<file path="src/design/cptb_pkg.sv">
`default_nettype none
// ----------------------------------------------------------------------------
// cptb_pkg: shared types and constants for the cascading prescaled timer bank
// Holds the channel count, counter width, item mode codes and the control
// register layout used by the timer bank and its port checker.
// ----------------------------------------------------------------------------
package cptb_pkg;

	// Number of timer channels (1 to 4) and width of each counter (8 to 32).
	localparam int NUM_TIMERS  = 4;
	localparam int COUNT_WIDTH = 16;

	// Widths fixed by the item fields.
	localparam int MODE_W  = 2;
	localparam int INDEX_W = 2;
	localparam int DATA_W  = 16;
	localparam int PULSE_W = 4;

	// Free-running prescale time base.
	localparam int TIME_W      = 10;
	localparam int IRQ_DELAY_W = 2;

	// Ticks from overflow to interrupt.
	localparam logic [IRQ_DELAY_W-1:0] IRQ_LATENCY = IRQ_DELAY_W'(3);

	// Bit positions in a control write.
	localparam int CTRL_CASCADE_BIT = 2;
	localparam int CTRL_IRQ_BIT     = 6;
	localparam int CTRL_ENABLE_BIT  = 7;

	typedef enum logic [MODE_W-1:0] {
		MODE_TICK         = 2'd0,
		MODE_WRITE_RELOAD = 2'd1,
		MODE_WRITE_CTRL   = 2'd2,
		MODE_READ_COUNT   = 2'd3
	} mode_t;

	// Prescale selects: step every 1, 64, 256 or 1024 tick words.
	typedef enum logic [1:0] {
		PRESCALE_1    = 2'd0,
		PRESCALE_64   = 2'd1,
		PRESCALE_256  = 2'd2,
		PRESCALE_1024 = 2'd3
	} prescale_t;

	typedef struct packed {
		logic      enable;
		logic      irq_en;
		logic      cascade;
		prescale_t prescale;
	} ctrl_t;

	typedef logic [COUNT_WIDTH-1:0] count_t;

	// True when the new time value lands on a step boundary of the select.
	function automatic logic prescale_hit(input logic [TIME_W-1:0] t, input prescale_t sel);
		logic hit;
		case (sel)
			PRESCALE_1:    hit = 1'b1;
			PRESCALE_64:   hit = (t[5:0] == 6'd0);
			PRESCALE_256:  hit = (t[7:0] == 8'd0);
			PRESCALE_1024: hit = (t == '0);
			default:       hit = 1'b0;
		endcase
		return hit;
	endfunction

endpackage
`default_nettype wire

</file>
<file path="src/design/cascading_prescaled_timer_bank.sv">
`default_nettype none
// ----------------------------------------------------------------------------
// cascading_prescaled_timer_bank: reload timers with prescaler and cascade
// Four up-counting reload timers sharing a 10-bit tick time base, with
// overflow pulses, delayed interrupts and timer-to-timer cascading.
// ----------------------------------------------------------------------------
// The bank takes one word per clock cycle, unless stalled, and returns one result
// word for every word it takes, in order. A word is first captured in an input
// register; once the output register is free or being emptied, the whole tick,
// write or read is worked out in one pass (including the overflow ripple through
// the cascade chain) and the result is placed in the output register. The sustained
// rate is one word per cycle. The input side stalls only while a result waits in the
// output register and the receiver is stalling it. A tick word stands for one timer
// clock: the time base advances only on tick words, never on writes or reads.
module cascading_prescaled_timer_bank (
	input  wire logic                           clk,
	input  wire logic                           arst_n,
	input  wire logic                           in_valid,
	output logic                                in_stall,
	input  wire logic [cptb_pkg::MODE_W-1:0]    mode,
	input  wire logic [cptb_pkg::INDEX_W-1:0]   timer_index,
	input  wire logic [cptb_pkg::DATA_W-1:0]    write_data,
	output logic                                out_valid,
	input  wire logic                           out_stall,
	output logic [cptb_pkg::DATA_W-1:0]         read_data,
	output logic [cptb_pkg::PULSE_W-1:0]        irq_pulses,
	output logic [cptb_pkg::PULSE_W-1:0]        overflow_pulses
);

	localparam int NT = cptb_pkg::NUM_TIMERS;

	// Input register.
	logic                             valid_s1;
	cptb_pkg::mode_t                  mode_s1;
	logic [cptb_pkg::INDEX_W-1:0]     index_s1;
	logic [cptb_pkg::DATA_W-1:0]      data_s1;

	// Timer state.
	cptb_pkg::count_t                 count_q  [NT];
	cptb_pkg::count_t                 reload_q [NT];
	cptb_pkg::ctrl_t                  ctrl_q   [NT];
	logic [NT-1:0]                    pending_q;
	logic [cptb_pkg::IRQ_DELAY_W-1:0] irq_delay_q [NT];
	logic [cptb_pkg::TIME_W-1:0]      time_q;

	// Next-state values.
	cptb_pkg::count_t                 count_d  [NT];
	cptb_pkg::count_t                 reload_d [NT];
	cptb_pkg::ctrl_t                  ctrl_d   [NT];
	logic [NT-1:0]                    pending_d;
	logic [cptb_pkg::IRQ_DELAY_W-1:0] irq_delay_d [NT];
	logic [cptb_pkg::TIME_W-1:0]      time_d;

	logic [cptb_pkg::DATA_W-1:0]      rd_d;
	logic [NT-1:0]                    irq_vec;
	logic [NT-1:0]                    ovf_vec;
	logic                             advance;

	// The held word moves on when the output register is free or being emptied.
	assign advance  = valid_s1 && (!out_valid || !out_stall);
	assign in_stall = valid_s1 && !advance;

	// Input register.
	always_ff @(posedge clk or negedge arst_n) begin
		if (!arst_n) begin
			valid_s1 <= 1'b0;
		end else if (!in_stall) begin
			valid_s1 <= in_valid;
		end
	end

	always_ff @(posedge clk) begin
		if (in_valid && !in_stall) begin
			mode_s1  <= cptb_pkg::mode_t'(mode);
			index_s1 <= timer_index;
			data_s1  <= write_data;
		end
	end

	// One pass over the held word: tick, reload write, control write or read.
	always_comb begin
		logic carry;
		logic in_carry;
		logic step;
		logic hit;
		cptb_pkg::ctrl_t c;

		count_d     = count_q;
		reload_d    = reload_q;
		ctrl_d      = ctrl_q;
		pending_d   = pending_q;
		irq_delay_d = irq_delay_q;
		time_d      = time_q;
		rd_d        = '0;
		irq_vec     = '0;
		ovf_vec     = '0;
		carry       = 1'b0;
		in_carry    = 1'b0;
		step        = 1'b0;
		hit         = 1'b0;
		c           = '0;

		unique case (mode_s1)
			cptb_pkg::MODE_TICK: begin
				time_d = time_q + 1'b1;
				for (int t = 0; t < NT; t++) begin
					// Interrupt delay counts down and fires on reaching zero.
					if (irq_delay_q[t] != '0) begin
						irq_delay_d[t] = irq_delay_q[t] - 1'b1;
						if (irq_delay_q[t] == cptb_pkg::IRQ_DELAY_W'(1)) begin
							irq_vec[t] = 1'b1;
						end
					end

					in_carry = carry;
					carry    = 1'b0;
					hit      = cptb_pkg::prescale_hit(time_d, ctrl_q[t].prescale);
					if (t > 0 && ctrl_q[t].cascade) begin
						step = in_carry;
					end else begin
						step = hit;
					end

					if (pending_q[t]) begin
						// A start loads the reload value and skips this step.
						count_d[t]   = reload_q[t];
						pending_d[t] = 1'b0;
					end else if (ctrl_q[t].enable && step) begin
						if (count_q[t] == '1) begin
							count_d[t] = reload_q[t];
							ovf_vec[t] = 1'b1;
							carry      = 1'b1;
							if (ctrl_q[t].irq_en) begin
								irq_delay_d[t] = cptb_pkg::IRQ_LATENCY;
							end
						end else begin
							count_d[t] = count_q[t] + 1'b1;
						end
					end
				end
			end
			cptb_pkg::MODE_WRITE_RELOAD: begin
				for (int t = 0; t < NT; t++) begin
					if (32'(index_s1) == t) begin
						reload_d[t] = cptb_pkg::COUNT_WIDTH'(data_s1);
					end
				end
			end
			cptb_pkg::MODE_WRITE_CTRL: begin
				for (int t = 0; t < NT; t++) begin
					if (32'(index_s1) == t) begin
						c.prescale = cptb_pkg::prescale_t'(data_s1[1:0]);
						c.cascade  = (t > 0) && data_s1[cptb_pkg::CTRL_CASCADE_BIT];
						c.irq_en   = data_s1[cptb_pkg::CTRL_IRQ_BIT];
						c.enable   = data_s1[cptb_pkg::CTRL_ENABLE_BIT];
						ctrl_d[t]  = c;
						// Clearing enable cancels a start; a rising enable arms one.
						if (!c.enable) begin
							pending_d[t] = 1'b0;
						end else if (!ctrl_q[t].enable) begin
							pending_d[t] = 1'b1;
						end
					end
				end
			end
			cptb_pkg::MODE_READ_COUNT: begin
				for (int t = 0; t < NT; t++) begin
					if (32'(index_s1) == t) begin
						rd_d = cptb_pkg::DATA_W'(count_q[t]);
					end
				end
			end
		endcase
	end

	// Timer state registers, updated when a word is worked.
	always_ff @(posedge clk or negedge arst_n) begin
		if (!arst_n) begin
			for (int t = 0; t < NT; t++) begin
				count_q[t]     <= '0;
				reload_q[t]    <= '0;
				ctrl_q[t]      <= '0;
				irq_delay_q[t] <= '0;
			end
			pending_q <= '0;
			time_q    <= '0;
		end else if (advance) begin
			count_q     <= count_d;
			reload_q    <= reload_d;
			ctrl_q      <= ctrl_d;
			irq_delay_q <= irq_delay_d;
			pending_q   <= pending_d;
			time_q      <= time_d;
		end
	end

	// Output register.
	always_ff @(posedge clk or negedge arst_n) begin
		if (!arst_n) begin
			out_valid <= 1'b0;
		end else if (advance) begin
			out_valid <= 1'b1;
		end else if (!out_stall) begin
			out_valid <= 1'b0;
		end
	end

	always_ff @(posedge clk) begin
		if (advance) begin
			read_data       <= rd_d;
			irq_pulses      <= cptb_pkg::PULSE_W'(irq_vec);
			overflow_pulses <= cptb_pkg::PULSE_W'(ovf_vec);
		end
	end

endmodule
`default_nettype wire

</file>
<file path="config.mk">
export PLATFORM = sky130hd
export DESIGN_NAME = cascading_prescaled_timer_bank
export DESIGN_NICKNAME = d
export VERILOG_FILES = /design/src/design/cptb_pkg.sv /design/src/design/cascading_prescaled_timer_bank.sv
export SDC_FILE = /design/constraint.sdc
export NUM_CORES = 1
export LEC_CHECK = 0
export BUFFER_PORTS_ARGS = -buffer_cell sky130_fd_sc_hd__buf_2
export CAP_MARGIN = 10
export CORE_MARGIN = 3
export CORE_UTILIZATION = 62
export DETAILED_ROUTE_END_ITERATION = 8
export GPL_ROUTABILITY_DRIVEN = 0
export PLACE_DENSITY_LB_ADDON = 0.3
export SYNTH_ARGS = -nofsm -noshare
export SYNTH_HDL_FRONTEND = slang
export SYNTH_SLANG_ARGS = --single-unit
</file>
<file path="constraint.sdc">
create_clock -name clk -period 3.1 [get_ports clk]
set_clock_uncertainty 0.05 [all_clocks]
set_input_delay 0.31 -clock clk [delete_from_list [all_inputs] [get_ports clk]]
set_output_delay 0.31 -clock clk [all_outputs]
set_load 0.02 [all_outputs]
</file>
==> results.sh <==
export IMPL_grt_usage_pct=32.3
export IMPL_ys_types=74
export IMPL_required_ns=3.45
export IMPL_power_leakage_nw=5.32
export IMPL_yosysWarnings=0
export IMPL_drv_slew=0
export IMPL_num_io_pins=50
export IMPL_finalCritPeriodShare_pct=96.8
export IMPL_antenna_left=0
export IMPL_cts_buffers=24
export IMPL_power_density_mw_per_mm2=790
export IMPL_drv_cap=0
export IMPL_die_width_um=138
export IMPL_power_mw=9.88
export IMPL_wl_per_cell_um=22.8
export IMPL_synth_area_leaders="dfrtp_1, edfxtp_1, mux2_2"
export IMPL_synth_edf_count=44
export IMPL_slowest_stage="dfrtp_1"
export IMPL_vdd_drop_max_mv=0.546
export IMPL_antenna_found_initial=0
export IMPL_crit_chain="ha_2 > and4_2 > and3_4 > nand4_1 > buf_4 > o31ai_2 > buf_4 > o2111ai_4 > a31oi_4 > buf_6 > nand2_1 > a22o_1"
export IMPL_drcViolationCount=0
export IMPL_worst_pin_slew_ns=0.985
export IMPL_syn_to_final_growth_pct=16.1
export IMPL_start_kind="flop"
export IMPL_yosys_area_top_type="dfrtp_1"
export IMPL_synth_most_common_cell="dfrtp_1"
export IMPL_ys_async_sr_fraction_pct=79.5
export IMPL_start_util_pct=64.0
export IMPL_dp_slack_ns=0.00169
export IMPL_setup_violations=0
export IMPL_drive_gt1_share_pct=24.2
export IMPL_num_vias=8793
export IMPL_final_nets=1108
export IMPL_cts_max_path_buffers=3
export IMPL_stdcell_area_mm2=0.0125
export IMPL_tns_ns=0
export IMPL_synth_area_mm2=0.0108
export IMPL_post_dp_cell_area_mm2=0.0115
export IMPL_seq_area_frac_synth_pct=52.0
export IMPL_hold_slack_ns=0.311
export IMPL_core_area_mm2=0.0168
export IMPL_gr_total_overflow=0
export IMPL_synth_cells=983
export IMPL_clock_sinks=215
export IMPL_path_common_cell="buf_4"
export IMPL_max_freq_mhz=333
export IMPL_htreeDepth=1
export IMPL_drt_total_wl_um=30000
export IMPL_hp_class="input pin to asynchronous set/reset pin"
export IMPL_status="complete, no violations"
export IMPL_hpwlAfterDp_um=20400
export IMPL_grt_max_degree=62
export IMPL_slowest_delay_ns=0.40
export IMPL_synth_nets=1012
export IMPL_die_h_um=138
export IMPL_antennaDiodeCount=0
export IMPL_cp_arrival_ns=3.35
export IMPL_setup_ws_ns=0.0979
export IMPL_synth_ff_type="dfrtp_1"
export IMPL_relSlewSlack_pct=34.4
export IMPL_rsz0062_at_grt="true"
export IMPL_worst_setup_path_type="flop to flop"
export IMPL_grt_pass1_vias=8405
export IMPL_drt_iter0_markers=1013
export IMPL_dieArea_mm2=0.0190
export IMPL_synthTopCellsByCount="dfrtp_1, nand2_1, mux2_2"
export IMPL_synth_area_per_cell_um2=11.0
export IMPL_insertion_delay_ns=0.52
export IMPL_crit_path_end_kind="flop"
export IMPL_rows=47
export IMPL_worstPathMaxFanout=10
export IMPL_via_per_inst=6.68
export IMPL_grt_pass1_wl_um=46700
export IMPL_firstDrtPassIters=8
export IMPL_synth_seq_cells=215
export IMPL_netlist_area_leader_share_pct=39.7
export IMPL_clock_root_buffer="clkbuf_16"
export IMPL_timing_final_crit_period_ns=3.00
export IMPL_io_buffers=49
export IMPL_tritoncts="built"
export IMPL_finalHoldViolCount=0
export IMPL_clkTransAtPathRegs_ns=0.06
-- path summary, 6_finish.rpt --
kind	startpoint	to	slack, ns	cells past startpoint
worst min-delay path	arst_n	count_q[38]$_DFFE_PN0P_	0.31	2
worst min register to register	reload_q[61]$_DFFE_PN0P_	reload_q[61]$_DFFE_PN0P_	0.45	1
worst max register to register	count_q[49]$_DFFE_PN0P_	count_q[0]$_DFFE_PN0P_	0.1	12
max in group asynchronous	arst_n	time_q[0]$_DFFE_PN0P_	1.93	3
worst max-delay path	count_q[49]$_DFFE_PN0P_	count_q[0]$_DFFE_PN0P_	0.1	12
min in group clk	write_data[8]	data_s1[8]$_DFFE_PP_	0.44	2
-- layout by cell type (no fill, tap or decap), drive strengths merged, types with 4 or more instances in the layout --
| cell | count |
|---|---|
| nor3b | 8 |
| a2bb2oi | 14 |
| o21a | 5 |
| mux2i | 6 |
| clkinv | 7 |
| and2 | 12 |
| o221ai | 5 |
| nand3 | 42 |
| o211ai | 12 |
| a21oi | 66 |
| nand2 | 90 |
| o31ai | 8 |
| a21o | 4 |
| nor3 | 27 |
| dfrtp | 171 |
| o21ai | 61 |
| buf | 100 |
| ha | 5 |
| nor2 | 50 |
| dlygate4sd3 | 23 |
| mux4 | 16 |
| inv | 26 |
| nand4 | 18 |
| a211oi | 6 |
| clkbuf | 36 |
| nor2b | 9 |
| xnor2 | 5 |
| edfxtp | 44 |
| nor4 | 6 |
| o2bb2ai | 8 |
| mux2 | 83 |
| a31oi | 19 |
| o22ai | 5 |
| and3 | 39 |
| xor2 | 4 |
| nand2b | 13 |
-- timing repair --
action | in CTS | in global routing
endpoints found under the setup margin | 1 | 53
hold endpoints to repair | 79 | 0
hold buffers | 23 | 0
resized for setup | 0 | 14
setup buffers | 0 | 3
cloned | 0 | 1
pin swaps | 1 | 8
-- per-layer routing --
metal  up-vias  track usage (%)  share of wire, %
li1       3867                -                 -
met3       122             5.92               9.4
met1      4256             44.5                39
met5         -                0                 0
met2       548             51.4                46
met4         0             12.8               5.6
-- metrics by stage --
stage,std cells,util [%]
final,1317,74.3
after floorplan,983,-
after global placement,1246,68.2
after CTS,1313,73.8
after global routing,1317,74.3
after detailed placement,1246,68.2
-- power breakdown --
group | leakage [nW] | switching [mW] | internal (mW)
Sequential | 2.54 | 0.911 | 3.68
Clock | 0.354 | 1.11 | 1.51
Combinational | 2.42 | 1.42 | 1.25
-- cell families (layout without fill, tap and decap cells) --
group / after synthesis / in the layout / share of synthesized area (%)
adders and majority gates: 5 / 5 / 0.581
DFF: 215 / 215 / 52.0
muxes: 105 / 105 / 12.6
buffers and inverters: 79 / 192 / 3.12
and+or+nand+nor: 325 / 326 / 15.7
AOI/OAI and AO/OA: 245 / 245 / 15.2
xor gates and xnor gates: 9 / 9 / 0.732
-- worst max-delay path: cells and delay by family (launching register included) --
| kind | cells | cell delay [ns] |
|---|---|---|
| flops | 1 | 0.40 |
| fa+ha+maj | 1 | 0.23 |
| simple gates | 4 | 0.74 |
| buf+inv | 3 | 0.57 |
| compound gates | 4 | 0.88 |
-- area by class of cell --
| class | count | area (um^2) |
|---|---|---|
| clock buffers | 36 | 677 |
| fillers | 1127 | 4320 |
| well taps | 220 | 275 |
| multi-input cells | 690 | 4890 |
| flip-flops and latches | 215 | 5600 |
| clock inverters | 8 | 41.3 |
| repair buffers | 123 | 922 |
| inverters | 25 | 93.8 |
-- flip-flops by register name (all words and copies together) (netlist names), 4 cells and up --
register         cells
count_q             64
ctrl_q              19
data_s1             16
irq_delay_q          8
irq_pulses           4
overflow_pulses      4
pending_q            4
read_data           16
reload_q            64
time_q              10
Note: power is estimated with default switching activity, not from simulation.
